`src/srt_pkg.sv`:
```
// ----------------------------------------------------------------------------
// srt_pkg: shared types and constants of the setpoint ramp tracker
// Sequencer states, job codes, fixed-point constants and datapath widths.
// ----------------------------------------------------------------------------
`timescale 1ns / 1ps
`default_nettype none

package srt_pkg;

  // datapath widths of the shared divider and root units
  localparam int DIV_DW = 64;
  localparam int DIV_VW = 34;
  localparam int SQ_W   = 64;
  localparam int SQ_RW  = 32;

  // Q16.16 angle constants
  localparam int PI_Q     = 205887;
  localparam int TWO_PI_Q = 411775;

  localparam int DT_DEFAULT_US = 10000;
  localparam int DT_MIN_US     = 1000;
  localparam int US_PER_S      = 1000000;

  typedef enum logic [3:0] {
    ST_IDLE,
    ST_MUL,
    ST_MUL_WB,
    ST_DIV,
    ST_SQRT,
    ST_APPLY,
    ST_WRAP_DIV,
    ST_OUT
  } state_e;

  typedef enum logic [2:0] {
    JOB_SH,
    JOB_SA,
    JOB_SD,
    JOB_ST,
    JOB_SQX,
    JOB_SQY,
    JOB_PX,
    JOB_PY
  } job_e;

  typedef enum logic [1:0] {
    KIND_TICK,
    KIND_GOAL,
    KIND_ACTIVATE,
    KIND_DEACTIVATE
  } kind_e;

  typedef enum logic [1:0] {
    CFG_HSPD,
    CFG_ASPD,
    CFG_DSPD,
    CFG_TSPD
  } cfg_e;

  // wrap an angle within one turn of the principal range back to +-pi
  function automatic logic signed [18:0] wrap_small(input logic signed [20:0] v);
    logic signed [20:0] r;
    r = v + 21'(PI_Q);
    if (r < 0) begin
      r = r + 21'(TWO_PI_Q);
    end else if (r >= 21'(TWO_PI_Q)) begin
      r = r - 21'(TWO_PI_Q);
    end
    r = r - 21'(PI_Q);
    return r[18:0];
  endfunction

endpackage

`default_nettype wire

```
`src/srt_sqrt.sv`:
```
// ----------------------------------------------------------------------------
// srt_sqrt: iterative integer square root
// Digit-by-digit root, two radicand bits per cycle, floor of the root out.
// ----------------------------------------------------------------------------
`timescale 1ns / 1ps
`default_nettype none

module srt_sqrt
  import srt_pkg::*;
(
  input  wire logic            clk_i,
  input  wire logic            rst_ni,
  input  wire logic            start_i,
  input  wire logic [SQ_W-1:0] val_i,
  output logic                 done_o,
  output logic [SQ_RW-1:0]     root_o
);

  localparam int CW = $clog2(SQ_W / 2 + 1);

  logic            busy_q, busy_d;
  logic            done_q, done_d;
  logic [CW-1:0]   cnt_q, cnt_d;
  logic [SQ_W-1:0] x_q, x_d;
  logic [SQ_W-1:0] r_q, r_d;
  logic [SQ_W-1:0] bit_q, bit_d;
  logic [SQ_W-1:0] trial;

  always_comb begin
    busy_d = busy_q;
    done_d = 1'b0;
    cnt_d  = cnt_q;
    x_d    = x_q;
    r_d    = r_q;
    bit_d  = bit_q;
    trial  = r_q + bit_q;
    if (start_i) begin
      busy_d = 1'b1;
      cnt_d  = CW'(SQ_W / 2);
      x_d    = val_i;
      r_d    = '0;
      bit_d  = {2'b01, {(SQ_W - 2){1'b0}}};
    end else if (busy_q) begin
      if (x_q >= trial) begin
        x_d = x_q - trial;
        r_d = (r_q >> 1) + bit_q;
      end else begin
        r_d = r_q >> 1;
      end
      bit_d = bit_q >> 2;
      cnt_d = cnt_q - CW'(1);
      if (cnt_q == CW'(1)) begin
        busy_d = 1'b0;
        done_d = 1'b1;
      end
    end
  end

  always_ff @(posedge clk_i or negedge rst_ni) begin
    if (!rst_ni) begin
      busy_q <= 1'b0;
      done_q <= 1'b0;
      cnt_q  <= '0;
    end else begin
      busy_q <= busy_d;
      done_q <= done_d;
      cnt_q  <= cnt_d;
    end
  end

  always_ff @(posedge clk_i) begin
    x_q   <= x_d;
    r_q   <= r_d;
    bit_q <= bit_d;
  end

  assign done_o = done_q;
  assign root_o = r_q[SQ_RW-1:0];

endmodule

`default_nettype wire

```
`config.mk`:
```
export PLATFORM = sky130hd
export DESIGN_NAME = srt_sqrt
export DESIGN_NICKNAME = d
export VERILOG_FILES = /design/src/srt_pkg.sv /design/src/srt_sqrt.sv
export SDC_FILE = /design/constraint.sdc
export NUM_CORES = 1
export LEC_CHECK = 0
export BUFFER_PORTS_ARGS = -buffer_cell sky130_fd_sc_hd__clkbuf_2
export CAP_MARGIN = 30
export CORE_ASPECT_RATIO = 0.8
export CORE_UTILIZATION = 68
export CTS_CLUSTER_DIAMETER = 200
export DETAILED_ROUTE_END_ITERATION = 8
export PLACE_DENSITY = 0.88
export SLEW_MARGIN = 20
export SYNTH_ARGS = -nofsm -noshare
export SYNTH_HDL_FRONTEND = slang
export SYNTH_SLANG_ARGS = --single-unit
```
`constraint.sdc`:
```
create_clock -name clk_i -period 9.2 [get_ports clk_i]
set_clock_uncertainty 0.2 [all_clocks]
set_input_delay 1.38 -clock clk_i [delete_from_list [all_inputs] [get_ports clk_i]]
set_output_delay 1.38 -clock clk_i [all_outputs]
set_load 0.05 [all_outputs]
```
==> key figures <==
Timing
  – Tcrit/Tclk final: 0.809
  – Total negative slack: 0 ns
  – Final hold violation count: 0
  – Final setup margin: between 1.5 and 2 ns
  – Final Max Tran Viols: 0
  – Slew @ Worst Pin: roughly 0.99 ns
  – Final setup viols: 0
  – Unrepaired setup endpoints after global routing: false
  – Max Clk Rate: ~0.13 GHz
  – Worst relative slew slack: 0.341
  – Post-layout min period: between 7 and 8 ns

Final layout
  – Reg area: 4050 µm²
  – Area growth from synthesis to layout: 5.51%
  – Share of post-route cells with drive strength above 1: 0.108
  – Area of the multi-input gates: around 11000 µm²
  – Filler instances: 1755
  – Fin nets: between 2000 and 2500
  – Diodes inserted: 0

Floorplan
  – Die Y: approximately 140 µm
  – Initial cell density of the core: 0.695
  – Std-Cell Rows: 49
  – DIE AREA: 23600 µm²
  – Die Wd: ~170 µm
  – Core Region: ~23000 µm²
  – I/O Pins: 100

Placement
  – HPWL Detailed: 32700 µm
  – Port bufs: 99
  – Gp weighted congestion: 1.04
  – Dpl ws: between 1.5 and 2 ns

Worst setup path
  – Startpoint types: flop
  – CP arrival: approximately 7.3 ns
  – Crit-path slowest cell: or2_2
  – CP Max Fanout: 37
  – Crit end category: flop
  – Slowest cell delay on critical path: just over 0.6 ns
  – WS Path Type: reg -> reg
  – Critical path required time: roughly 9 ns
  – Critical path cell sequence: ha_1 > ha_1 > a211oi_1 > nor3_1 > a31oi_1 > o31a_1 > o21ai_2 > a31o_2 > a31oi_1 > nor3_1 > o21ai_0 > xor2_1 > ha_1 > nand4_1 > nor3_1 > nand2b_1 > nor4b_1 > a211oi_1 > a21boi_1 > nand2_1 > buf_4 > and2_1 > or2_2 > buf_4

Synthesis
  – Synthesis warning total: 0
  – Post-synth top area share: 0.123
  – Net Count, Synth: between 2000 and 2500
  – Cell count after synthesis: ~2000
  – Syn Std Cell Area: roughly 16000 µm²
  – Ys async rst share: 0.0476
  – Yosys reg bits: approximately 170
  – Cell variety after synth: between 80 and 90
  – Main synth FF type: dfxtp_1
  – Post-synthesis sequential area ratio: 0.259
  – Synth area leaders: dfxtp_1 12%, edfxtp_1 12%, ha_1 11%
  – Number of flops mapped to enable cells by yosys: 64
  – Syn_area_per_cell: 7.96 µm²
  – Synth area leader: dfxtp_1

Clock network
  – Clock tree from TritonCTS: done
  – Worst skew pair latency: ~0.46 ns
  – Reg clk slew, reported paths: about 0.080 ns
  – Post-CTS Setup Inserts: 0
  – Clock Tree Root: clkbuf_16
  – CTS H-tree depth: 4
  – CTS Buffer Depth: 2
  – # resized after CTS: 0
  – Num CTS Buffers: 17
  – Cts hold-fix bufs: 0
  – CTS Sinks: 168

Route
  – Vias: between 15000 and 20000
  – Initial DRC count: approximately 2200
  – Detailed Route WL: ~44000 µm
  – Residual DRC: 0
  – Routed WL per cell: between 15 and 20 µm
  – Routed Antenna Nets: 0
  – DR pass1 iterations: 6
  – DR vias/cell: approximately 6.6

Flow run
  – Max-cap viol count: 0

Power and ir drop
  – Pleak: 6.72 nW
  – PwrDens: approximately 300 nW/µm²
  – VDD IR-drop max: 0.215 mV

Global routing
  – Vias in the first global route: ~13000
  – Tot GR Track Use: 0.374
  – First-pass GRT wire length: between 60000 and 70000 µm
  – Number of antenna violations at the first check in global routing: 1
  – Grt total ovfl: 0
  – Largest net degree at the start of global routing: 96

Min path
  – Hold crit path type: reg -> reg

Status
  – Status: completed
==> power by group <==
group | switching, W | total, W | internal (W)
clock | 0.000373 | 0.000791 | 0.000418
sequential | 0.000187 | 0.00125 | 0.00106
combinational | 0.00186 | 0.00298 | 0.00111
total | 0.00242 | 0.00502 | 0.00259
==> sequential cells by signal, indices dropped and copies added, names as in the netlist <==
signal  count
busy_q      1
done_o      1
r_q        64
x_q        64
bit_q      32
cnt_q       6
==> layer usage <==
metal	part of all wire	track usage	vias to the layer above
li1	-	-	7178
met3	0.12	0.0764	71
met1	0.47	0.578	6976
met4	0.018	0.0952	2
met5	0.00018	0	-
met2	0.40	0.517	831
==> worst max-delay path, delay by kind of cell, from the launching register on <==
family / cells / cell delay (ns)
buf+inv: 2 / 0.93
simple gates: 9 / 2.16
compound gates: 9 / 2.35
xor+xnor: 1 / 0.11
fa+ha+maj: 3 / 0.90
flops: 1 / 0.34
==> logic make-up after synthesis <==
logic type,count (synthesis),synth area share
compound gates,634,0.271
xor+xnor,156,0.0874
fa+ha+maj,133,0.107
buf+inv,189,0.0574
flops,168,0.259
mux,56,0.0364
simple gates,630,0.182
==> synth_stat cells (5+ instances only) <==
library cell	number
clkbuf_1	74
a311oi_1	16
a31oi_1	61
buf_4	37
a31o_2	16
inv_1	47
o31a_1	9
o21ai_1	16
o211ai_1	13
o31ai_1	13
nor3b_1	5
buf_2	19
mux2_2	6
o21bai_1	24
o21a_1	16
a22oi_1	6
and2_1	11
nor2b_1	17
nor2_1	203
nand3_1	33
nor4_1	9
mux2i_1	49
xnor2_1	85
o21ai_0	152
ha_1	132
and3_1	15
edfxtp_1	64
dfrtp_1	8
nand2_1	223
nand2b_1	17
nor3_1	26
nand4_1	41
xor2_1	71
dfxtp_1	96
or3_1	14
a21o_1	45
a221oi_1	13
or2_2	7
a211oi_1	42
buf_1	6
a21oi_1	119
a21oi_2	9
==> area by class of cell <==
| type | count | share of cell area |
|---|---|---|
| Clock buffer | 17 | 0.0258 |
| Clock inverter | 15 | 0.0120 |
| Inverter | 47 | 0.0107 |
| Multi-Input combinational cell | 1609 | 0.648 |
| Sequential cell | 168 | 0.245 |
| Tap cell | 306 | 0.0232 |
| Timing Repair Buffer | 106 | 0.0348 |
==> cells in the final DEF, fill, tap and decap left out, types with 6 or more instances in the layout <==
| cell type | count |
|---|---|
| o31ai_1 | 13 |
| o21ai_0 | 152 |
| xnor2_1 | 85 |
| a311oi_1 | 16 |
| and2_1 | 11 |
| o21ai_1 | 16 |
| nor2b_1 | 17 |
| nor4_1 | 9 |
| a221oi_1 | 13 |
| o21bai_1 | 24 |
| a21oi_2 | 9 |
| or2_2 | 7 |
| mux2i_1 | 49 |
| a31oi_1 | 61 |
| o31a_1 | 9 |
| clkbuf_16 | 17 |
| a22oi_1 | 6 |
| nand2_1 | 223 |
| xor2_1 | 71 |
| mux2_2 | 6 |
| and3_1 | 15 |
| dfxtp_1 | 96 |
| inv_1 | 47 |
| a21oi_1 | 119 |
| nand2b_1 | 17 |
| nor2_1 | 203 |
| or3_1 | 14 |
| o211ai_1 | 13 |
| nand3_1 | 33 |
| clkbuf_2 | 98 |
| ha_1 | 132 |
| nor3_1 | 26 |
| edfxtp_1 | 64 |
| nand4_1 | 41 |
| a211oi_1 | 42 |
| a21o_1 | 45 |
| a31o_2 | 16 |
| dfrtp_1 | 7 |
| o21a_1 | 16 |
==> final timing paths <==
| check | startpoint | depth (start not counted) | slack [ns] | end |
|---|---|---|---|---|
| worst max-delay path | r_q[0]$_SDFFE_PP0P_ | 24 | 1.76 | x_q[24]$_DFFE_PP_ |
| worst min-delay path | bit_q[62]$_SDFFE_PP1P_ | 2 | 0.32 | bit_q[62]$_SDFFE_PP1P_ |
| worst max register to register | r_q[0]$_SDFFE_PP0P_ | 24 | 1.76 | x_q[24]$_DFFE_PP_ |
| worst min register to register | bit_q[62]$_SDFFE_PP1P_ | 2 | 0.32 | bit_q[62]$_SDFFE_PP1P_ |
| max in group asynchronous | rst_ni | 1 | 8.05 | busy_q$_DFF_PN0_ |
| min in group asynchronous | rst_ni | 1 | 0.55 | busy_q$_DFF_PN0_ |
==> through the flow <==
stage	utilization	std cells	power [W]	hold slack (ns)	instance area, µm²
after CTS	0.732	2266	0.00493	0.315	16500
after floorplan	-	1966	0.00352	0.263	15600
after global routing	0.733	2268	0.00535	0.360	16500
after global placement	0.704	2234	0.00406	0.298	15800
after detailed placement	0.704	2234	0.00413	0.305	15800
final	0.733	2268	0.00502	0.316	16500
Power figures use the tool's default switching activity.
