--- config.mk ---
export PLATFORM = sky130hd
export DESIGN_NAME = srt_div
export DESIGN_NICKNAME = d
export VERILOG_FILES = /design/src/srt_pkg.sv /design/src/srt_div.sv
export SDC_FILE = /design/constraint.sdc
export NUM_CORES = 1
export LEC_CHECK = 0
export BUFFER_PORTS_ARGS = -buffer_cell sky130_fd_sc_hd__buf_2
export CORE_ASPECT_RATIO = 1.2
export CORE_MARGIN = 4
export CORE_UTILIZATION = 30
export CTS_CLUSTER_SIZE = 40
export DETAILED_ROUTE_END_ITERATION = 7
export PLACE_DENSITY = 0.57
export SLEW_MARGIN = 0
export SYNTH_ARGS = -nofsm -noshare
export SYNTH_HDL_FRONTEND = slang
export SYNTH_SLANG_ARGS = --single-unit
export TNS_END_PERCENT = 100
--- constraint.sdc ---
create_clock -name clk_i -period 5.7 [get_ports clk_i]
set_input_delay 0.855 -clock clk_i [delete_from_list [all_inputs] [get_ports clk_i]]
set_output_delay 0.855 -clock clk_i [all_outputs]
set_load 0.005 [all_outputs]
--- src/srt_pkg.sv ---
// ----------------------------------------------------------------------------
// srt_pkg: shared types and constants of the setpoint ramp tracker
// Sequencer states, job codes, fixed-point constants and datapath widths.
// ----------------------------------------------------------------------------
`timescale 1ns / 1ps
`default_nettype none

package srt_pkg;

  // datapath widths of the shared divider and root units
  localparam int DIV_DW = 64;
  localparam int DIV_VW = 34;
  localparam int SQ_W   = 64;
  localparam int SQ_RW  = 32;

  // Q16.16 angle constants
  localparam int PI_Q     = 205887;
  localparam int TWO_PI_Q = 411775;

  localparam int DT_DEFAULT_US = 10000;
  localparam int DT_MIN_US     = 1000;
  localparam int US_PER_S      = 1000000;

  typedef enum logic [3:0] {
    ST_IDLE,
    ST_MUL,
    ST_MUL_WB,
    ST_DIV,
    ST_SQRT,
    ST_APPLY,
    ST_WRAP_DIV,
    ST_OUT
  } state_e;

  typedef enum logic [2:0] {
    JOB_SH,
    JOB_SA,
    JOB_SD,
    JOB_ST,
    JOB_SQX,
    JOB_SQY,
    JOB_PX,
    JOB_PY
  } job_e;

  typedef enum logic [1:0] {
    KIND_TICK,
    KIND_GOAL,
    KIND_ACTIVATE,
    KIND_DEACTIVATE
  } kind_e;

  typedef enum logic [1:0] {
    CFG_HSPD,
    CFG_ASPD,
    CFG_DSPD,
    CFG_TSPD
  } cfg_e;

  // wrap an angle within one turn of the principal range back to +-pi
  function automatic logic signed [18:0] wrap_small(input logic signed [20:0] v);
    logic signed [20:0] r;
    r = v + 21'(PI_Q);
    if (r < 0) begin
      r = r + 21'(TWO_PI_Q);
    end else if (r >= 21'(TWO_PI_Q)) begin
      r = r - 21'(TWO_PI_Q);
    end
    r = r - 21'(PI_Q);
    return r[18:0];
  endfunction

endpackage

`default_nettype wire

--- src/srt_div.sv ---
// ----------------------------------------------------------------------------
// srt_div: iterative unsigned divider
// Restoring division, one quotient bit per cycle, quotient and remainder out.
// ----------------------------------------------------------------------------
`timescale 1ns / 1ps
`default_nettype none

module srt_div
  import srt_pkg::*;
(
  input  wire logic              clk_i,
  input  wire logic              rst_ni,
  input  wire logic              start_i,
  input  wire logic [DIV_DW-1:0] dividend_i,
  input  wire logic [DIV_VW-1:0] divisor_i,
  output logic                   done_o,
  output logic [DIV_DW-1:0]      quot_o,
  output logic [DIV_VW-1:0]      rem_o
);

  localparam int CW = $clog2(DIV_DW + 1);

  logic              busy_q, busy_d;
  logic              done_q, done_d;
  logic [CW-1:0]     cnt_q, cnt_d;
  logic [DIV_DW-1:0] quot_q, quot_d;
  logic [DIV_VW-1:0] rem_q, rem_d;
  logic [DIV_VW-1:0] dsr_q, dsr_d;
  logic [DIV_VW:0]   rem_sh;
  logic [DIV_VW:0]   rem_nx;
  logic              ge;

  always_comb begin
    busy_d = busy_q;
    done_d = 1'b0;
    cnt_d  = cnt_q;
    quot_d = quot_q;
    rem_d  = rem_q;
    dsr_d  = dsr_q;
    rem_sh = {rem_q, quot_q[DIV_DW-1]};
    ge     = rem_sh >= {1'b0, dsr_q};
    rem_nx = ge ? rem_sh - {1'b0, dsr_q} : rem_sh;
    if (start_i) begin
      busy_d = 1'b1;
      cnt_d  = CW'(DIV_DW);
      quot_d = dividend_i;
      rem_d  = '0;
      dsr_d  = divisor_i;
    end else if (busy_q) begin
      quot_d = {quot_q[DIV_DW-2:0], ge};
      rem_d  = rem_nx[DIV_VW-1:0];
      cnt_d  = cnt_q - CW'(1);
      if (cnt_q == CW'(1)) begin
        busy_d = 1'b0;
        done_d = 1'b1;
      end
    end
  end

  always_ff @(posedge clk_i or negedge rst_ni) begin
    if (!rst_ni) begin
      busy_q <= 1'b0;
      done_q <= 1'b0;
      cnt_q  <= '0;
    end else begin
      busy_q <= busy_d;
      done_q <= done_d;
      cnt_q  <= cnt_d;
    end
  end

  always_ff @(posedge clk_i) begin
    quot_q <= quot_d;
    rem_q  <= rem_d;
    dsr_q  <= dsr_d;
  end

  assign done_o = done_q;
  assign quot_o = quot_q;
  assign rem_o  = rem_q;

endmodule

`default_nettype wire

==> results of run 1 <==
-- worst register-to-register path: cells and delay by family, from the launching register on --
family,cells,cell delay (ns)
AO/OA/AOI/OAI,5,1.43
buffers and inverters,2,0.52
AND/OR/NAND/NOR,3,0.48
adder cells (fa/ha/maj),1,0.37
multiplexers,1,0.37
flip-flops,1,0.32
-- flip-flops by register name, summed over array words and instances (netlist names) --
name / cells
busy_q: 1
rem_o: 34
quot_o: 64
dsr_q: 34
cnt_q: 7
done_o: 1
-- synthesized netlist by cell type (2+ instances only) --
library cell | count | area (um^2)
edfxtp_1 | 98 | 2940
mux2_2 | 64 | 721
nor2_1 | 48 | 180
inv_1 | 40 | 150
ha_1 | 36 | 450
dfxtp_1 | 34 | 681
nand2_1 | 31 | 116
a21oi_1 | 28 | 140
mux2i_1 | 28 | 280
a211oi_1 | 27 | 203
a21o_1 | 21 | 158
xnor2_1 | 19 | 166
clkbuf_1 | 17 | 63.8
o21ai_0 | 17 | 85.1
xor2_1 | 14 | 123
nand3_1 | 10 | 50.1
buf_1 | 9 | 33.8
dfrtp_1 | 9 | 225
nor3_1 | 9 | 45.0
nand2b_1 | 8 | 50.1
and3_1 | 7 | 43.8
nand4_1 | 7 | 43.8
a31oi_1 | 6 | 37.5
o21a_1 | 6 | 45.0
o21ai_1 | 5 | 25.0
nor2b_1 | 4 | 25.0
o211ai_1 | 4 | 30.0
o31ai_1 | 4 | 30.0
a31o_2 | 3 | 26.3
and2_1 | 3 | 18.8
and4_1 | 3 | 26.3
buf_6 | 3 | 33.8
a2111oi_0 | 2 | 17.5
a211oi_2 | 2 | 25.0
a21boi_1 | 2 | 15.0
nor4_1 | 2 | 12.5
nor4b_1 | 2 | 17.5
o21bai_1 | 2 | 15.0
-- routing by layer --
metal / global-route usage (%) / routed length (um) / share of wire (%)
met1: 18.2 / 8860 / 42
met2: 25.2 / 10200 / 48
met3: 6.10 / 1750 / 8.3
met4: 4.56 / 355 / 1.7
met5: 0 / 26 / 0.12
-- power breakdown --
group	internal, W	leakage, nW	switching [W]
registers	0.00132	1.40	0.000174
logic	0.000768	2.48	0.000908
clock network	0.000681	0.284	0.000445
total	0.00277	4.16	0.00153
-- stage by stage --
stage	cells	hold slack, ns	total power, W	utilization (%)	cell area, um^2
5_1_grt	1189	0.272	0.00460	38.3	9500
6_report	1190	0.282	0.00430	38.3	9510
3_5_place_dp	1157	0.483	0.00320	35.9	8910
4_1_cts	1189	0.260	0.00436	38.3	9500
3_3_place_gp	1157	0.469	0.00320	35.9	8910
2_1_floorplan	658	0.473	0.00269	-	7610
-- layout make-up --
class / instances / area, um^2
Antenna cell: 1 / 2.50
Clock buffer: 23 / 478
Fill cell: 2467 / 15300
Tap cell: 325 / 407
Clock inverter: 9 / 111
Inverter: 41 / 154
Multi-Input combinational cell: 446 / 3470
Sequential cell: 141 / 3850
Timing Repair Buffer: 204 / 1040
-- path summary, 6_finish.rpt --
kind / depth (start not counted) / to / from
worst max-delay path: 12 / rem_o[0] / dsr_q[10]
worst min-delay path: 1 / cnt_q[2] / rst_ni
worst max register to register: 12 / rem_o[0] / dsr_q[10]
worst min register to register: 2 / rem_o[2] / rem_o[2]
max in group asynchronous: 1 / busy_q / rst_ni
min in group clk_i: 2 / rem_o[2] / rem_o[2]
-- cell families (layout without fill, tap and decap cells) --
group	Yosys count	after routing	synth area share, %
buf+inv	71	277	3.82
mux	93	93	13.3
simple gates	139	139	8.85
compound gates	144	144	13.5
xor+xnor	33	33	3.80
flops	141	141	50.6
fa+ha+maj	37	37	6.18
other cells	0	1	0
==> impl_metrics.tcl, run 1 <==
set metrics [dict create \
    path_cells "inv_1, ha_1, and2_2, nand4_1, nand3_1, a21oi_2, o31ai_4, a41oi_4, o21ai_4, buf_4, mux2_1, a211oi_1" \
    synth.cell_area_um2 7610 \
    synth_cell_type_count 62 \
    seq_area_frac_synth_pct 50.6 \
    hold_path_class "in -> async" \
    postSynthCellCount 658 \
    dieArea_um2 28000 \
    drt_iter0_markers 175 \
    slew_headroom_pct 30.9 \
    place_ws_ns 2.12 \
    worstSkewPairLatency_ns 0.42 \
    cts_setup_buffers 0 \
    fin_crit_ns 3.55 \
    rsz0062_at_grt "false" \
    setup_viol 0 \
    cpPeakStageDelay_ns 0.63 \
    drc 0 \
    wl_per_cell_um 17.8 \
    grt_pass1_wl_um 33300 \
    skew_ns 0.00966 \
    cpMaxStageDelayCell "o21ai_4" \
    cts.root.buffer_cell "clkbuf_16" \
    postCtsHoldBufs 0 \
    num_vias 5747 \
    critPathKind "reg -> reg" \
    clkSinkCount 141 \
    gr-total-overflow 0 \
    cts_buffers 17 \
    powerDensity_nw_per_um2 452 \
    clock_path_buffers 2 \
    cp_max_fo 24 \
    cts.clk_slew.worst_paths_ns 0.06 \
    finalCritPeriodShare_pct 62.3 \
    synth_seq_cells 141 \
    p_leak_nw 4.16 \
    setup_slack_ns 2.15 \
    drv_cap 0 \
    arrival_ns 3.89 \
    crit_path_start_kind "flop" \
    final_common_cell "buf_2" \
    synth_edf_count 98 \
    async_reset_ff_share_pct 6.38 \
    status "finished clean" \
    final_nets 989 \
    port_buffers 199 \
    syn_nets 796 \
    antenna_found_initial 3 \
    drtPass1Iterations 4 \
    ctsResizeCount 0 \
    drtAntennaViolNets 0 \
    grt_pass1_vias 5941 \
    r2r_slack_ns 2.15 \
    fin_tns_setup_ns 0 \
    ys.flop_type "edfxtp_1" \
    initial_utilization_pct 30.6 \
    avgSynthCellArea_um2 11.6 \
    mostFrequentLayoutCells "198 x buf_2, 98 x edfxtp_1, 64 x mux2_2" \
    h-tree-depth 4 \
    track_usage_pct 15.2 \
    final_max_slew_viol_count 0 \
    timing_hold_violations_final 0 \
    grt_max_degree 60 \
    endpoint_kind "flop" \
    die_h_um 182 \
    critPathRequiredTime_ns 6.03 \
    drive_above_1_share_pct 36.1 \
    yosysWarnings 0 \
    timing.fmax_mhz 281 \
    finalWeightedCongestion 0.832 \
    tightest_slew_ns 1.04 \
    place_hpwl_um 16000 \
    syn_to_final_growth_pct 25.0 \
    core_area_um2 24800 \
    die_x_um 153 \
    boundaryPins 200 \
    critPathTopFamily "compound AO/OA/AOI/OAI gates" \
    path_buf_inv 2 \
    cts_tree "done" \
    fp-row-count 63 \
    vdd_ir_drop_max_uv 212 \
    wl_um 21200 \
    vias_per_cell 4.83 \
]
Power figures use the tool's default switching activity.
==> run 2: changes to the inputs <==
Clock period 5.7 ns to 3.7 ns, I/O delays scaled along.
==> run 2 against run 1 <==
Against the previous run:
- utilization increased by 0.59 points
- non-clock buffer count up 6
- die area unchanged
- first-iteration DRC count grew 51%
- register-to-register slack lost 1.6 ns
- wire length decreased by 1.1%
- sequential share of layout area is 0.62 points lower
- largest cell class unchanged
- clock-buffer cell count shrank 5
- clock power grew 71%
- design area rose by 1.6%
==> impl_metrics.tcl, run 2 (synthesis results as in run 1) <==
set metrics [dict create \
    core_area_um2 24800 \
    die_x_um 153 \
    utilization_pct 38.9 \
    drv_cap 0 \
    rsz0062_at_grt "false" \
    vias_per_cell 4.85 \
    initial_utilization_pct 30.6 \
    crit_path_start_kind "flop" \
    powerDensity_nw_per_um2 715 \
    h-tree-depth 4 \
    worstSkewPairLatency_ns 0.43 \
    arrival_ns 3.48 \
    antenna_found_initial 5 \
    cts_tree "done" \
    finalCritPeriodShare_pct 85.7 \
    cpPeakStageDelay_ns 0.42 \
    largest_register_ffs 64 \
    mostFrequentLayoutCells "198 x buf_2, 98 x edfxtp_1, 64 x mux2_2" \
    track_usage_pct 15.0 \
    fin_tns_setup_ns 0 \
    r2r_start "quot_o[63]" \
    wl_per_cell_um 17.5 \
    setup_viol 0 \
    skew_ns 0.00822 \
    syn_to_final_growth_pct 26.9 \
    cpMaxStageDelayCell "fa_1" \
    port_buffers 199 \
    fp-row-count 63 \
    hp-start "divisor_i[17]" \
    status "finished clean" \
    boundaryPins 200 \
    drtAntennaViolNets 0 \
    drtPass1Iterations 4 \
    tightest_slew_ns 0.837 \
    grt_pass1_wl_um 33300 \
    endpoint_kind "flop" \
    cts.clk_slew.worst_paths_ns 0.06 \
    timing_hold_violations_final 0 \
    clkSinkCount 141 \
    p_leak_nw 4.23 \
    hold_path_class "in -> reg" \
    critPathRequiredTime_ns 4.01 \
    ctsResizeCount 0 \
    dieArea_um2 28000 \
    place_hpwl_um 15700 \
    gr-total-overflow 0 \
    cp_max_fo 4 \
    cts_setup_buffers 0 \
    path_cells "inv_1, ha_1, inv_1, fa_1, a211oi_1, o21ai_0, o211ai_1, a21boi_1, a21bo_2, a21o_1, a211o_1, nand4_1, o211ai_1" \
    finalWeightedCongestion 0.821 \
    startpoint "quot_o[63]" \
    drt_iter0_markers 265 \
    drive_above_1_share_pct 36.3 \
    clock_path_buffers 2 \
    cts_buffers 17 \
    p_total_w 0.00691 \
    num_vias 5801 \
    drc 0 \
    slew_headroom_pct 44.2 \
    postCtsHoldBufs 1 \
    wl_um 20900 \
    final_common_cell "buf_2" \
    vdd_ir_drop_max_uv 313 \
    critPathKind "reg -> reg" \
    final_nets 995 \
    grt_max_degree 79 \
    final_max_slew_viol_count 0 \
    cts.root.buffer_cell "clkbuf_16" \
    die_h_um 182 \
    timing.fmax_mhz 316 \
    fin_crit_ns 3.17 \
    grt_pass1_vias 6101 \
]
-- run 2: cell count changes in the layout (fill, tap and decap cells not counted), moves of 2 or more --
cell	delta
clkinv_1	+3
buf_12	+3
bufinv_16	+4
buf_4	+2
clkbuf_1	-2
clkbuf_8	-3
-- run 2: layout make-up --
cell class                 instances  area (um^2)
clock buffer                      18          429
timing repair buffer             210         1120
clock inverter                    14          223
fill                            2486        15200
inverter                          41          154
tap                              325          407
multi-input combinational        446         3470
sequential                       141         3850
antenna                            1         2.50
-- run 2: report_power, final --
group          total [W]  internal, W  switching, W
combinational    0.00266      0.00126       0.00141
sequential       0.00231      0.00204      0.000270
clock            0.00193      0.00125      0.000681
total            0.00691      0.00455       0.00236
-- run 2: metrics by stage --
step | hold slack, ns | cell area, um^2 | setup WS [ns] | cells
3_3_place_gp | 0.420 | 8990 | 0.617 | 1162
5_1_grt | 0.279 | 9650 | 0.203 | 1196
2_1_floorplan | 0.259 | 7610 | 0.810 | 658
4_1_cts | 0.274 | 9650 | 0.496 | 1195
6_report | 0.302 | 9650 | 0.531 | 1196
3_5_place_dp | 0.418 | 8990 | 0.504 | 1162
-- run 2: path summary, 6_finish.rpt --
kind,to,slack [ns],cells past startpoint
max,rem_o[26],0.53,13
min,dsr_q[17],0.30,1
max reg2reg,rem_o[26],0.53,13
min reg2reg,rem_o[21],0.51,2
max in group asynchronous,busy_q,3.00,2
min in group asynchronous,cnt_q[6],0.51,2
-- run 2: per-layer routing --
layer | vias to the layer above | global-route usage [%] | wire [um] | part of all wire, %
met5 | - | 0 | 24 | 0.11
met3 | 33 | 6.43 | 1950 | 9.3
li1 | 2844 | - | - | -
met2 | 210 | 24.6 | 9870 | 47
met1 | 2708 | 17.8 | 8680 | 41
met4 | 6 | 5.09 | 425 | 2.0
-- run 2: worst max-delay path: cells and delay by family, from the launching register on --
family,cells,cell delay [ns]
AOI/OAI and AO/OA,8,1.86
adders and majority gates,2,0.56
buffers and inverters,2,0.16
DFF,1,0.38
and+or+nand+nor,1,0.08
